File: src/rtl/amb_pkg.sv
// amb_pkg: constants, function codes and sequencer states for the
// adjacency matrix breadth-first search block. no dependencies.
`timescale 1ns / 1ps
`default_nettype none

package amb_pkg;

    localparam int MAX_VERTICES = 64;
    localparam int VIDX_W       = 6;
    localparam int CNT_W        = 7;
    localparam int ROW_W        = 64;

    localparam logic FUNC_LOAD  = 1'b0;
    localparam logic FUNC_START = 1'b1;

    typedef enum logic [2:0] {
        ST_IDLE,
        ST_QRD,
        ST_ARD,
        ST_SCAN,
        ST_EMIT,
        ST_BAD
    } t_state;

endpackage

`default_nettype wire

File: src/rtl/adjacency_matrix_bfs.sv
// adjacency_matrix_bfs: breadth-first traversal over a stored adjacency matrix.
// depends on amb_pkg.
// - input channel (i_valid / o_stall): a load beat (func 0) writes one
//   matrix row; loads may follow back to back.
// - a start beat (func 1) runs a traversal; o_stall stays high until the
//   last result beat of that traversal has been placed in the output register.
// - output channel (o_valid / i_stall): one beat per reached vertex, in
//   breadth-first order, last set on the final one; a bad start gives a single
//   beat with bad_start set.
// - each emitted vertex takes one queue read, one row read, a scan by the scan
//   unit that tests one neighbor bit per cycle over n bits, n being the
//   effective vertex count, and a load of the output register.
// - a stalled receiver holds the result in the output register; the sequencer
//   waits in its emit step until the register is free.
// - the config channel (i_cfg_valid / o_cfg_ready) writes vertex_count and is
//   always ready; write it only while the block is idle.
// - reset clears the sequencer, the visited marks, the queue pointers and the
//   output valid flag, and sets vertex_count to 64. the matrix keeps its
//   contents undefined until rows are loaded.
`timescale 1ns / 1ps
`default_nettype none

module adjacency_matrix_bfs (
    input  wire logic                        i_clk,
    input  wire logic                        i_rst_n,
    input  wire logic                        i_valid,
    output logic                             o_stall,
    input  wire logic                        i_func,
    input  wire logic [amb_pkg::VIDX_W-1:0]  i_row_index,
    input  wire logic [amb_pkg::ROW_W-1:0]   i_row_bits,
    input  wire logic [amb_pkg::VIDX_W-1:0]  i_start_vertex,
    output logic                             o_valid,
    input  wire logic                        i_stall,
    output logic [amb_pkg::VIDX_W-1:0]       o_vertex,
    output logic                             o_last,
    output logic                             o_bad_start,
    input  wire logic                        i_cfg_valid,
    output logic                             o_cfg_ready,
    input  wire logic [amb_pkg::CNT_W-1:0]   i_cfg_data
);

    localparam logic [amb_pkg::CNT_W-1:0] MAXV = amb_pkg::CNT_W'(amb_pkg::MAX_VERTICES);

    amb_pkg::t_state r_state, n_state;

    logic [amb_pkg::CNT_W-1:0]  r_count;
    logic [amb_pkg::ROW_W-1:0]  r_visited, n_visited;
    logic [amb_pkg::CNT_W-1:0]  r_head, n_head;
    logic [amb_pkg::CNT_W-1:0]  r_tail, n_tail;
    logic [amb_pkg::CNT_W-1:0]  r_idx, n_idx;
    logic [amb_pkg::VIDX_W-1:0] r_vert, n_vert;

    logic                       r_out_valid, n_out_valid;
    logic [amb_pkg::VIDX_W-1:0] r_out_vertex, n_out_vertex;
    logic                       r_out_last, n_out_last;
    logic                       r_out_bad, n_out_bad;

    logic [amb_pkg::ROW_W-1:0]  r_adj_mem [amb_pkg::MAX_VERTICES];
    logic [amb_pkg::VIDX_W-1:0] r_que_mem [amb_pkg::MAX_VERTICES];
    logic [amb_pkg::ROW_W-1:0]  r_adj_q;
    logic [amb_pkg::VIDX_W-1:0] r_que_q;

    logic [amb_pkg::CNT_W-1:0]  w_n;
    logic                       w_in_acc;
    logic                       w_out_free;
    logic                       w_bad;
    logic                       w_hit;
    logic                       w_scan_done;

    logic                       w_adj_we;
    logic                       w_adj_re;
    logic                       w_que_we;
    logic                       w_que_re;
    logic [amb_pkg::VIDX_W-1:0] w_que_waddr;
    logic [amb_pkg::VIDX_W-1:0] w_que_wdata;

    assign w_n         = (r_count > MAXV) ? MAXV : r_count;
    assign w_in_acc    = i_valid && !o_stall;
    assign w_out_free  = !r_out_valid || !i_stall;
    assign w_bad       = {1'b0, i_start_vertex} >= w_n;
    assign w_hit       = r_adj_q[r_idx[amb_pkg::VIDX_W-1:0]]
                         && !r_visited[r_idx[amb_pkg::VIDX_W-1:0]]
                         && (r_tail < MAXV);
    assign w_scan_done = (r_idx == w_n - 1'b1);

    assign o_stall     = (r_state != amb_pkg::ST_IDLE);
    assign o_cfg_ready = 1'b1;
    assign o_valid     = r_out_valid;
    assign o_vertex    = r_out_vertex;
    assign o_last      = r_out_last;
    assign o_bad_start = r_out_bad;

    // next state
    always_comb begin
        n_state = r_state;
        case (r_state)
            amb_pkg::ST_IDLE: begin
                if (w_in_acc && i_func == amb_pkg::FUNC_START) begin
                    n_state = w_bad ? amb_pkg::ST_BAD : amb_pkg::ST_QRD;
                end
            end
            amb_pkg::ST_QRD: n_state = amb_pkg::ST_ARD;
            amb_pkg::ST_ARD: n_state = amb_pkg::ST_SCAN;
            amb_pkg::ST_SCAN: begin
                if (w_scan_done) begin
                    n_state = amb_pkg::ST_EMIT;
                end
            end
            amb_pkg::ST_EMIT: begin
                if (w_out_free) begin
                    n_state = (r_head == r_tail) ? amb_pkg::ST_IDLE : amb_pkg::ST_QRD;
                end
            end
            amb_pkg::ST_BAD: begin
                if (w_out_free) begin
                    n_state = amb_pkg::ST_IDLE;
                end
            end
            default: n_state = amb_pkg::ST_IDLE;
        endcase
    end

    // datapath control
    always_comb begin
        n_visited    = r_visited;
        n_head       = r_head;
        n_tail       = r_tail;
        n_idx        = r_idx;
        n_vert       = r_vert;
        n_out_vertex = r_out_vertex;
        n_out_last   = r_out_last;
        n_out_bad    = r_out_bad;
        n_out_valid  = r_out_valid && i_stall;
        w_adj_we     = 1'b0;
        w_adj_re     = 1'b0;
        w_que_we     = 1'b0;
        w_que_re     = 1'b0;
        w_que_waddr  = r_tail[amb_pkg::VIDX_W-1:0];
        w_que_wdata  = r_idx[amb_pkg::VIDX_W-1:0];
        case (r_state)
            amb_pkg::ST_IDLE: begin
                if (w_in_acc) begin
                    if (i_func == amb_pkg::FUNC_LOAD) begin
                        w_adj_we = ({1'b0, i_row_index} < MAXV);
                    end else begin
                        n_visited = '0;
                        n_head    = '0;
                        n_tail    = '0;
                        if (!w_bad) begin
                            w_que_we    = 1'b1;
                            w_que_waddr = '0;
                            w_que_wdata = i_start_vertex;
                            n_tail      = amb_pkg::CNT_W'(1);
                            n_visited[i_start_vertex] = 1'b1;
                        end
                    end
                end
            end
            amb_pkg::ST_QRD: begin
                w_que_re = 1'b1;
            end
            amb_pkg::ST_ARD: begin
                w_adj_re = 1'b1;
                n_vert   = r_que_q;
                n_head   = r_head + 1'b1;
                n_idx    = '0;
            end
            amb_pkg::ST_SCAN: begin
                if (w_hit) begin
                    w_que_we = 1'b1;
                    n_tail   = r_tail + 1'b1;
                    n_visited[r_idx[amb_pkg::VIDX_W-1:0]] = 1'b1;
                end
                n_idx = r_idx + 1'b1;
            end
            amb_pkg::ST_EMIT: begin
                if (w_out_free) begin
                    n_out_valid  = 1'b1;
                    n_out_vertex = r_vert;
                    n_out_last   = (r_head == r_tail);
                    n_out_bad    = 1'b0;
                end
            end
            amb_pkg::ST_BAD: begin
                if (w_out_free) begin
                    n_out_valid  = 1'b1;
                    n_out_vertex = '0;
                    n_out_last   = 1'b0;
                    n_out_bad    = 1'b1;
                end
            end
            default: begin
                n_out_valid = r_out_valid && i_stall;
            end
        endcase
    end

    always_ff @(posedge i_clk) begin
        if (!i_rst_n) begin
            r_state     <= amb_pkg::ST_IDLE;
            r_count     <= MAXV;
            r_visited   <= '0;
            r_head      <= '0;
            r_tail      <= '0;
            r_out_valid <= 1'b0;
        end else begin
            r_state     <= n_state;
            r_visited   <= n_visited;
            r_head      <= n_head;
            r_tail      <= n_tail;
            r_out_valid <= n_out_valid;
            if (i_cfg_valid && o_cfg_ready) begin
                r_count <= i_cfg_data;
            end
        end
    end

    always_ff @(posedge i_clk) begin
        r_idx        <= n_idx;
        r_vert       <= n_vert;
        r_out_vertex <= n_out_vertex;
        r_out_last   <= n_out_last;
        r_out_bad    <= n_out_bad;
    end

    // adjacency rows
    always_ff @(posedge i_clk) begin
        if (w_adj_we) begin
            r_adj_mem[i_row_index] <= i_row_bits;
        end
        if (w_adj_re) begin
            r_adj_q <= r_adj_mem[r_que_q];
        end
    end

    // vertex queue
    always_ff @(posedge i_clk) begin
        if (w_que_we) begin
            r_que_mem[w_que_waddr] <= w_que_wdata;
        end
        if (w_que_re) begin
            r_que_q <= r_que_mem[r_head[amb_pkg::VIDX_W-1:0]];
        end
    end

`ifndef SYNTHESIS
    a_bad_beat: assert property (@(posedge i_clk) disable iff (!i_rst_n)
        (o_valid && o_bad_start) |-> (!o_last && o_vertex == '0))
        else $error("bad start beat carries vertex or last");

    a_queue_order: assert property (@(posedge i_clk) disable iff (!i_rst_n)
        (r_state == amb_pkg::ST_SCAN) |-> (r_head <= r_tail && r_tail <= MAXV))
        else $error("queue pointers out of order during scan");

    a_start_seed: assert property (@(posedge i_clk) disable iff (!i_rst_n)
        (w_in_acc && i_func == amb_pkg::FUNC_START && !w_bad)
        |=> (r_tail == amb_pkg::CNT_W'(1) && r_head == '0
             && $countones(r_visited) == 1))
        else $error("traversal not seeded with start vertex");

    a_emit_wait: assert property (@(posedge i_clk) disable iff (!i_rst_n)
        (r_state == amb_pkg::ST_EMIT && r_out_valid && i_stall)
        |=> (r_state == amb_pkg::ST_EMIT))
        else $error("sequencer left emit while output register was full");
`endif

endmodule

`default_nettype wire

File: config.mk
export PLATFORM = sky130hd
export DESIGN_NAME = adjacency_matrix_bfs
export DESIGN_NICKNAME = d
export VERILOG_FILES = /design/src/rtl/amb_pkg.sv /design/src/rtl/adjacency_matrix_bfs.sv
export SDC_FILE = /design/constraint.sdc
export NUM_CORES = 2
export LEC_CHECK = 0
export BUFFER_PORTS_ARGS = -buffer_cell sky130_fd_sc_hd__buf_4
export CAP_MARGIN = 5
export CORE_MARGIN = 4
export CORE_UTILIZATION = 55
export DETAILED_ROUTE_END_ITERATION = 8
export HOLD_SLACK_MARGIN = 0.1
export PLACE_DENSITY = 0.7
export SKIP_CTS_REPAIR_TIMING = 1
export SYNTH_ARGS = -nofsm -noshare
export SYNTH_HDL_FRONTEND = slang
export SYNTH_MEMORY_MAX_BITS = 65536
export SYNTH_SLANG_ARGS = --single-unit
File: constraint.sdc
create_clock -name i_clk -period 9.2 [get_ports i_clk]
set_input_delay 1.84 -clock i_clk [delete_from_list [all_inputs] [get_ports i_clk]]
set_output_delay 1.84 -clock i_clk [all_outputs]
set_load 0.02 [all_outputs]
==> flow_metrics.py <==
metrics = {
    "min_path": {
        "worst_hold_path_cells": 2,
        "hp-start": "o_valid$_SDFF_PN0_",
        "kind_of_path_behind_the_tightest_hold_check": "reg2reg",
    },
    "clocking": {
        "clkTransAtPathRegs_ns": 0.06,
        "cts.sink_count": 4660,
        "cts-htree-levels": 5,
        "clk_latency_ns": 0.99,
        "clock_buffers_created_by_tritoncts": 452,
        "clk_root_buffer_cell": "clkbuf_16",
        "clock_tree_from_tritoncts": "yes",
        "cts_max_path_buffers": 4,
    },
    "routing": {
        "antenna_violating_nets_post_route": 0,
        "via_count": 84750,
        "drt_drc_violations_left": 0,
        "vias_per_cell": 6.790,
        "routed_wire_length_per_instance_um": 36.17,
        "first_iter_violations": 11990,
        "postRouteWirelength_mm": 451.4,
        "drt_pre_antenna_iters": 8,
    },
    "global_routing": {
        "grt_max_degree": 138,
        "grt_pass1_vias": 84570,
        "global_route.overflow_total": 0,
        "wire_length_of_the_first_global_routing_pass_mm": 641.2,
        "grt.total_usage_pct": 27.06,
        "antenna_found_initial": 34,
    },
    "floorplan": {
        "floorplan.initialDensity_pct": 55.29,
        "placeableCoreArea_um2": 324300,
        "io_pins": 100,
        "die_area_um2": 335200,
        "std_cell_rows": 209,
        "die_height_um": 578.9,
        "die_x_um": 578.9,
    },
    "synthesis": {
        "synth_edf_count": 4571,
        "netlist_top_cells_area": "edfxtp_1 (77%), mux4_2 (19%), dfxtp_1 (0.99%)",
        "synth.net_count": 7527,
        "synth_flop_cell": "edfxtp_1",
        "synth_async_reset_ratio_pct": 0,
        "synthesis.yosys.warnings": 0,
        "postSynthAreaPerCell_um2": 24.14,
        "synth_seq_cells": 4660,
        "yosysTopAreaCell": "edfxtp_1",
        "post_synth_most_frequent_cells": "edfxtp_1 (4571), mux4_2 (1478), clkbuf_1 (337)",
        "yosysMostFrequentCell": "edfxtp_1",
        "syn-instance-count": 7428,
        "synthesis.area_um2": 179300,
        "synth_cell_type_count": 68,
        "yosysSeqAreaShare_pct": 77.55,
        "synth_top_cell_area_share_pct": 76.56,
    },
    "power_and_ir_drop": {
        "share_of_total_power_consumed_by_net_switching_pct": 25.65,
        "share_seq_of_total_power_pct": 46.5,
        "internal-power_uw": 38190,
        "comb_power_share_pct": 17.8,
        "ir_drop_mv": 0.1792,
        "design_power_total_uw": 51370,
        "power_density_nw_per_um2": 255.6,
        "static-leakage-power_uw": 0.06126,
        "netSwitchingPower_uw": 13170,
        "power.share.clock_pct": 35.7,
    },
    "cells_and_area": {
        "finalCoreUtilization_pct": 61.98,
        "drive_gt1_share_pct": 31.25,
        "fin_area_um2": 201000,
        "area_growth_syn_to_layout_pct": 12.09,
        "fin_nets": 7842,
    },
    "critical_path": {
        "critical_path.max_fanout": 47,
        "r2r-start": "r_idx[1]$_SDFFCE_PN0P_",
        "crit_path_cell_trace": "buf_4 -> nor2b_1 -> a22oi_1 -> and3_1 -> a2111o_1 -> nor4_4 -> buf_4 -> nand3_1 -> nor3_1",
        "crit_type": "reg2reg",
        "critPathRequiredTime_ns": 9.76,
        "critical_path.n_buffers_inverters": 2,
        "timing.critical_path.slowest_cell_delay_ns": 0.98,
        "setup.worst_path.end_class": "flop",
        "timing.reg2reg.worst_path_depth": 9,
        "worstSetupPathDepth": 9,
        "critical-path-slowest-cell": "nor3_1",
        "critical_path.startpoint_type": "flop",
        "signal_arrival_time_at_the_worst_endpoint_ns": 5.72,
        "critical-path-top-delay-family": "simple AND/OR/NAND/NOR gates",
        "cpMostUsedCell": "buf_4",
        "worst_setup_startpoint": "r_idx[1]$_SDFFCE_PN0P_",
    },
    "sta": {
        "holdWs_ns": 0.5080,
        "hold_viol_final": 0,
        "fmax_mhz": 193.7,
        "drv_slew": 0,
        "worstMarginPinSlew_ns": 1.298,
        "fin_skew_ns": 0.06304,
        "setup_violations": 0,
        "layout_worst_path_cycle_share_pct": 56.12,
        "rsz0062_at_grt": "no",
        "setup_total_negative_slack_ns": 0,
        "worst_slew_margin_rel_pct": 13.14,
        "min_period_ns": 5.163,
    },
    "flow_run": {
        "drv_cap": 0,
    },
    "placement": {
        "gp_congestion": 0.8808,
        "dpl_cell_area_um2": 186100,
        "post-dp-hpwl_mm": 251.5,
        "io_buffers": 98,
    },
    "status": {
        "status": "completed",
    },
}
[tightest hold or removal path: cells and delay by family (launching register included)]
kind	cells	cell delay (ns)
AND/OR/NAND/NOR	1	0.07
AO/OA/AOI/OAI	1	0.06
flip-flops	1	0.33
[cell type report]
type / instances / area (µm²)
sequential: 4660 / 139100
tap: 4325 / 5411
antenna: 33 / 82.58
clock buffer: 547 / 11770
timing repair buffer: 310 / 2643
clock inverter: 288 / 2923
multi-input combinational: 2306 / 39030
inverter: 13 / 48.80
fill: 21290 / 123300
[registers in the layout (all words and copies together) (netlist names)]
| register | cells |
|---|---|
| r_visited | 64 |
| r_adj_mem | 4096 |
| r_idx | 7 |
| o_bad_start | 1 |
| r_que_q | 6 |
| r_que_mem | 384 |
| r_head | 7 |
| r_state | 3 |
| o_valid | 1 |
| o_last | 1 |
| r_adj_q | 64 |
| r_tail | 7 |
| o_vertex | 6 |
| r_count | 7 |
| r_vert | 6 |
[cells by family after synthesis]
group           synth area share [%]
flops                          77.55
mux                            18.85
buf+inv                        1.003
simple gates                   1.094
compound gates                 1.309
xor+xnor                      0.1221
fa+ha+maj                    0.06979
other cells                 0.002092
[layout by cell type (no fill, tap or decap), types with 30 or more instances in the layout]
| master | netlist | routed |
|---|---|---|
| edfxtp_1 | 4571 | 4571 |
| mux4_2 | 1478 | 1478 |
| clkbuf_16 | 0 | 457 |
| buf_4 | 4 | 280 |
| a211oi_1 | 137 | 136 |
| nor2_1 | 191 | 126 |
| clkinv_1 | 1 | 106 |
| clkbuf_1 | 337 | 90 |
| dfxtp_1 | 89 | 86 |
| clkinv_2 | 0 | 83 |
| a21oi_1 | 74 | 73 |
| a31oi_1 | 66 | 66 |
| nor2_4 | 0 | 65 |
| bufinv_16 | 0 | 49 |
| nand2_1 | 40 | 40 |
| diode_2 | 0 | 33 |
| nor3_1 | 31 | 30 |
[layer usage]
layer | track usage, % | up-vias | part of all wire [%]
met5 | 0 | - | 0.014
met4 | 10.44 | 10 | 4.3
met3 | 4.859 | 891 | 9.0
met2 | 44.17 | 5048 | 50
met1 | 37.01 | 45830 | 36
li1 | - | 32970 | -
[path summary, 6_finish.rpt]
| path | slack [ns] | endpoint |
|---|---|---|
| worst min register to register | 0.51 | o_valid$_SDFF_PN0_ |
| worst max register to register | 4.04 | r_que_mem[55][1]$_DFFE_PP_ |
| worst min-delay path | 0.51 | o_valid$_SDFF_PN0_ |
| worst max-delay path | 4.04 | r_que_mem[55][1]$_DFFE_PP_ |
[through the flow]
step | std cells | setup WS (ns)
4_1_cts | 12450 | 4.041
3_3_place_gp | 11610 | 3.464
2_1_floorplan | 7428 | 2.168
5_1_grt | 12470 | 3.866
3_5_place_dp | 11610 | 3.424
6_report | 12480 | 4.037
[power by group through the flow]
stage / clock, µW / combinational (µW) / sequential (µW)
CTS: 18600 / 9250 / 23900
floorplan: 0 / 5780 / 24200
global route: 19500 / 9500 / 23900
finish: 18300 / 9160 / 23900
detailed placement: 0 / 9220 / 24300
global placement: 0 / 9140 / 24300
Power figures use the tool's default switching activity.
